### src/rtl/lsrv_pkg.sv
// Package for the LCG skip-ahead random vector generator.
// Holds widths, register indexes, generator constants and the command and
// status types shared by the controller, the datapath and the top level.
`default_nettype none

package lsrv_pkg;

  localparam int unsigned RUN_W     = 7;
  localparam int unsigned MAX_RUN   = 64;
  localparam int unsigned JUMP_W    = 50;
  localparam int unsigned VAL_W     = 49;
  localparam int unsigned CFG_IDX_W = 3;
  localparam int unsigned CFG_DAT_W = 64;

  localparam logic [63:0] LCG_MUL = 64'd6364136223846793005;
  localparam logic [63:0] LCG_INC = 64'd1;

  localparam logic [CFG_IDX_W-1:0] CFG_SEED         = 3'd0;
  localparam logic [CFG_IDX_W-1:0] CFG_START_SHIFT  = 3'd1;
  localparam logic [CFG_IDX_W-1:0] CFG_GLOBAL_SIZE  = 3'd2;
  localparam logic [CFG_IDX_W-1:0] CFG_SCALE_REAL   = 3'd3;
  localparam logic [CFG_IDX_W-1:0] CFG_SCALE_IMAG   = 3'd4;
  localparam logic [CFG_IDX_W-1:0] CFG_COMPLEX_MODE = 3'd5;

  localparam logic [1:0] MPH_LOLO = 2'd0;
  localparam logic [1:0] MPH_LOHI = 2'd1;
  localparam logic [1:0] MPH_HILO = 2'd2;
  localparam logic [1:0] MPH_LAST = 2'd3;

  typedef enum logic [3:0] {
    MS_COLGS,
    MS_PM_GEN,
    MS_PI_PM1,
    MS_PM_PM,
    MS_GEN_LCG,
    MS_DR_SR,
    MS_DI_SI,
    MS_DR_SI,
    MS_DI_SR
  } mul_sel_t;

  typedef enum logic [3:0] {
    OP_NONE,
    OP_ACCEPT,
    OP_JUMP_LOAD,
    OP_GEN_JUMP,
    OP_PI,
    OP_PM,
    OP_DRAW_R,
    OP_DRAW_I,
    OP_GEN_STEP,
    OP_RE_FIRST,
    OP_RE_SUB,
    OP_IM_FIRST,
    OP_IM_ADD,
    OP_EMIT
  } dp_op_t;

  typedef enum logic [4:0] {
    S_IDLE,
    S_JCALC,
    S_JLOAD,
    S_JTEST,
    S_JGEN,
    S_JPI,
    S_JPM,
    S_EMIT_CHK,
    S_D1,
    S_D2GO,
    S_D2,
    S_P0GO,
    S_P0,
    S_P1,
    S_P2,
    S_P3,
    S_OUT
  } ctrl_state_t;

  typedef struct packed {
    logic     mul_start;
    mul_sel_t mul_sel;
    dp_op_t   op;
  } dp_cmd_t;

  typedef struct packed {
    logic mul_done;
    logic jump_zero;
    logic jump_lsb;
    logic left_zero;
    logic cplx;
  } dp_status_t;

endpackage

`default_nettype wire

### src/rtl/lsrv_ctrl.sv
// Controller state machine for the skip-ahead generator.
// Sequences the jump, the draws and the scaling products as datapath commands.
// Depends on lsrv_pkg.
`default_nettype none

module lsrv_ctrl
  import lsrv_pkg::*;
(
  input  wire logic       clk,
  input  wire logic       rst_n,
  input  wire logic       start,
  input  wire dp_status_t status,
  output logic            busy,
  output dp_cmd_t         cmd
);

  ctrl_state_t state_r;
  ctrl_state_t state_nxt;

  always_ff @(posedge clk) begin
    if (!rst_n) begin
      state_r <= S_IDLE;
    end else begin
      state_r <= state_nxt;
    end
  end

  always_comb begin
    state_nxt = state_r;
    case (state_r)
      S_IDLE:     if (start) state_nxt = S_JCALC;
      S_JCALC:    state_nxt = S_JLOAD;
      S_JLOAD:    if (status.mul_done) state_nxt = S_JTEST;
      S_JTEST: begin
        if (status.jump_zero) state_nxt = S_EMIT_CHK;
        else if (status.jump_lsb) state_nxt = S_JGEN;
        else state_nxt = S_JPI;
      end
      S_JGEN:     if (status.mul_done) state_nxt = S_JPI;
      S_JPI:      if (status.mul_done) state_nxt = S_JPM;
      S_JPM:      if (status.mul_done) state_nxt = S_JTEST;
      S_EMIT_CHK: state_nxt = status.left_zero ? S_IDLE : S_D1;
      S_D1:       if (status.mul_done) state_nxt = status.cplx ? S_D2GO : S_P0GO;
      S_D2GO:     state_nxt = S_D2;
      S_D2:       if (status.mul_done) state_nxt = S_P0GO;
      S_P0GO:     state_nxt = S_P0;
      S_P0:       if (status.mul_done) state_nxt = status.cplx ? S_P1 : S_OUT;
      S_P1:       if (status.mul_done) state_nxt = S_P2;
      S_P2:       if (status.mul_done) state_nxt = S_P3;
      S_P3:       if (status.mul_done) state_nxt = S_OUT;
      S_OUT:      state_nxt = S_EMIT_CHK;
      default:    state_nxt = S_IDLE;
    endcase
  end

  always_comb begin
    cmd.mul_start = 1'b0;
    cmd.mul_sel   = MS_COLGS;
    cmd.op        = OP_NONE;
    case (state_r)
      S_IDLE: begin
        if (start) cmd.op = OP_ACCEPT;
      end
      S_JCALC: begin
        cmd.mul_start = 1'b1;
        cmd.mul_sel   = MS_COLGS;
      end
      S_JLOAD: begin
        if (status.mul_done) cmd.op = OP_JUMP_LOAD;
      end
      S_JTEST: begin
        if (!status.jump_zero) begin
          cmd.mul_start = 1'b1;
          cmd.mul_sel   = status.jump_lsb ? MS_PM_GEN : MS_PI_PM1;
        end
      end
      S_JGEN: begin
        if (status.mul_done) begin
          cmd.op        = OP_GEN_JUMP;
          cmd.mul_start = 1'b1;
          cmd.mul_sel   = MS_PI_PM1;
        end
      end
      S_JPI: begin
        if (status.mul_done) begin
          cmd.op        = OP_PI;
          cmd.mul_start = 1'b1;
          cmd.mul_sel   = MS_PM_PM;
        end
      end
      S_JPM: begin
        if (status.mul_done) cmd.op = OP_PM;
      end
      S_EMIT_CHK: begin
        if (!status.left_zero) begin
          cmd.op        = OP_DRAW_R;
          cmd.mul_start = 1'b1;
          cmd.mul_sel   = MS_GEN_LCG;
        end
      end
      S_D1: begin
        if (status.mul_done) cmd.op = OP_GEN_STEP;
      end
      S_D2GO: begin
        cmd.op        = OP_DRAW_I;
        cmd.mul_start = 1'b1;
        cmd.mul_sel   = MS_GEN_LCG;
      end
      S_D2: begin
        if (status.mul_done) cmd.op = OP_GEN_STEP;
      end
      S_P0GO: begin
        cmd.mul_start = 1'b1;
        cmd.mul_sel   = MS_DR_SR;
      end
      S_P0: begin
        if (status.mul_done) begin
          cmd.op        = OP_RE_FIRST;
          cmd.mul_start = status.cplx;
          cmd.mul_sel   = MS_DI_SI;
        end
      end
      S_P1: begin
        if (status.mul_done) begin
          cmd.op        = OP_RE_SUB;
          cmd.mul_start = 1'b1;
          cmd.mul_sel   = MS_DR_SI;
        end
      end
      S_P2: begin
        if (status.mul_done) begin
          cmd.op        = OP_IM_FIRST;
          cmd.mul_start = 1'b1;
          cmd.mul_sel   = MS_DI_SR;
        end
      end
      S_P3: begin
        if (status.mul_done) cmd.op = OP_IM_ADD;
      end
      S_OUT: begin
        cmd.op = OP_EMIT;
      end
      default: begin
        cmd.op = OP_NONE;
      end
    endcase
  end

  assign busy = (state_r != S_IDLE);

endmodule

`default_nettype wire

### config.mk
export PLATFORM = sky130hd
export DESIGN_NAME = lsrv_ctrl
export DESIGN_NICKNAME = d
export VERILOG_FILES = /design/src/rtl/lsrv_pkg.sv /design/src/rtl/lsrv_ctrl.sv
export SDC_FILE = /design/constraint.sdc
export NUM_CORES = 1
export LEC_CHECK = 0
export BUFFER_PORTS_ARGS = -buffer_cell sky130_fd_sc_hd__buf_2
export CORE_MARGIN = 2
export CORE_UTILIZATION = 55
export DETAILED_ROUTE_END_ITERATION = 16
export GPL_TIMING_DRIVEN = 0
export PLACE_DENSITY = 0.82
export SKIP_CTS_REPAIR_TIMING = 1
export SLEW_MARGIN = 20
export SYNTH_ARGS = -nofsm -noshare
export SYNTH_HDL_FRONTEND = slang
export SYNTH_SLANG_ARGS = --single-unit
### constraint.sdc
create_clock -name clk -period 2.8 [get_ports clk]
set_input_delay 0.14 -clock clk [delete_from_list [all_inputs] [get_ports clk]]
set_output_delay 0.14 -clock clk [all_outputs]
set_load 0.005 [all_outputs]
==> qor.yml <==
placement:
  gp_congestion: 0.896
  placed_area_um2: 822
  pre_cts_slack_ps: 856
  placed_cells: 137
  io_buffers: 17
  dp_hpwl_um: 1500
layout:
  stdcell_count: 141
  layout_common_cells: "19 x buf_2, 10 x nor2_1, 8 x a21oi_1"
  n_antenna_cell: 0
  final_area_um2: 848
  final_common_cell: "buf_2"
  top_register: "state_r"
  drive_gt1_share_pct: 24.6
  largest_register_ffs: 5
  nets: 135
  top_regs: "state_r x5"
  syn2layout_area_growth_pct: 18.1
critical_path:
  crit_path_end_kind: "output port"
  crit_type: "reg2out"
  critPathRequiredTime_ps: 2660
  critPathMaxFanout: 10
  cp-start-kind: "flip-flop"
  crit_arrival_ps: 2150
clock_network:
  clk_latency_ps: 240
  cts_tree: "built"
  cts_sinks: 5
  cts_buffers: 3
  htree_levels: 1
  clockBufferDepth: 2
  cts-root-buf: "clkbuf_4"
  clkTransAtPathRegs_ps: 40
global_route:
  grt_util_all_layers_pct: 28.5
  grt_pass1_vias: 707
  overflow: 0
  antenna_found_initial: 0
  grt_max_degree: 11
  grt_pass1_wl_um: 3160
timing:
  slew_viol_final: 0
  setup_ws_ps: 510
  fin_tns_setup_ps: 0
  fmax_ghz: 0.437
  worst_pin_slew_ps: 450
  rsz0062_at_grt: "no"
  whs_ps: 163
  period_share_pct: 81.8
  period_needed_ps: 2290
  hold_viol: 0
  setup_viol: 0
  clock_skew_ps: 4.02
  relSlewSlack_pct: 69.2
die:
  coreArea_um2: 1250
  die-area_um2: 1610
  core.rowCount: 13
  start_util_pct: 57.3
  die_x_um: 40.1
  io_pins: 18
  fp.dieH_um: 40.1
drt:
  via_per_inst: 6.50
  drt_pass1_iterations: 4
  wirelength_um: 1950
  drc_errors: 0
  detail_route.wl_per_cell_um: 13.8
  dr_total_vias: 916
  drt_iter0_markers: 62
  ant_nets: 0
yosys:
  syn-instance-count: 105
  ys.flop_type: "dfxtp_1"
  synth_area_leaders: "dfxtp_1 14%, a21oi_1 5.6%, nor2_1 5.2%"
  synth-edff-count: 0
  yosys_register_bits: 5
  yosysWarnings: 0
  syn-num-nets: 113
  yosysTopAreaCell: "dfxtp_1"
  netlist_area_um2: 718
  syn_area_per_cell_um2: 6.84
  synth_cell_types: 46
  synth_top_area_share_pct: 13.9
  ys_seq_area_share_pct: 13.9
  async_flop_share_pct: 0
power_and_ir_drop:
  power.density_nw_per_um2: 951
  p_leak_nw: 0.367
  peakVddDrop_v: 0.000509
run_status:
  run_status: "complete, no violations"
hold_path:
  hold_path_class: "in2reg"
run:
  maxCapViolCount: 0
-- path summary, 6_finish.rpt --
path | from | endpoint | slack [ps] | depth (start not counted)
setup / recovery | state_r[2] | cmd[8] | 510 | 6
hold / removal | rst_n | state_r[1] | 160 | 2
setup reg to reg | state_r[2] | state_r[3] | 870 | 5
hold reg to reg | state_r[4] | state_r[3] | 780 | 3
-- routing by layer --
| metal | GRT usage [%] | vias to the layer above | wire, µm |
|---|---|---|---|
| met1 | 37.7 | 427 | 885 |
| li1 | - | 438 | - |
| met2 | 50.4 | 51 | 932 |
| met5 | 0 | - | 0 |
| met4 | 0 | 0 | 0 |
| met3 | 5.00 | 0 | 132 |
-- area by class of cell --
cell class                 instances  area, µm²
inverter                           7       26.3
tap                               15       18.8
timing repair buffer              17       85.1
fill                             116        404
clock buffer                       4       26.3
multi-input combinational         83        544
sequential                         5        100
buffer                            10       47.5
-- synthesized netlist by cell type (2+ instances only) --
cell	n
nor2_1	10
a21oi_1	8
inv_1	7
nor3_1	7
o21ai_0	7
nand2_1	6
clkbuf_1	5
dfxtp_1	5
nand2b_1	5
a21o_1	4
a311oi_2	2
buf_1	2
buf_2	2
nand3_1	2
nand3b_1	2
-- logic make-up after synthesis --
logic type	share of synthesized area, %
AO/OA/AOI/OAI	41.3
flip-flops	13.9
buffers and inverters	10.3
XOR/XNOR	1.22
AND/OR/NAND/NOR	33.3
-- stage by stage --
| step | total power, W | utilization (%) |
|---|---|---|
| 6_report | 0.000807 | 67.7 |
| 3_5_place_dp | 0.000713 | 65.6 |
| 5_1_grt | 0.000890 | 67.7 |
| 3_3_place_gp | 0.000704 | 65.6 |
| 2_1_floorplan | 0.000568 | - |
| 4_1_cts | 0.000799 | 67.7 |
-- critical path: stages, from the launching register on --
cell and delay [ps]:
dfxtp_1 380, clkbuf_1 350, clkbuf_1 420, nor2_1 70
o21ai_0 390, o21ai_0 150, buf_2 150
-- power breakdown --
part	switching [W]	total [W]	internal, W
clock	0.0000266	0.0000803	0.0000537
sequential	0.0000232	0.000117	0.0000934
combinational	0.000348	0.000610	0.000262
total	0.000398	0.000807	0.000409
No activity file was read; power rests on OpenSTA's default activity.
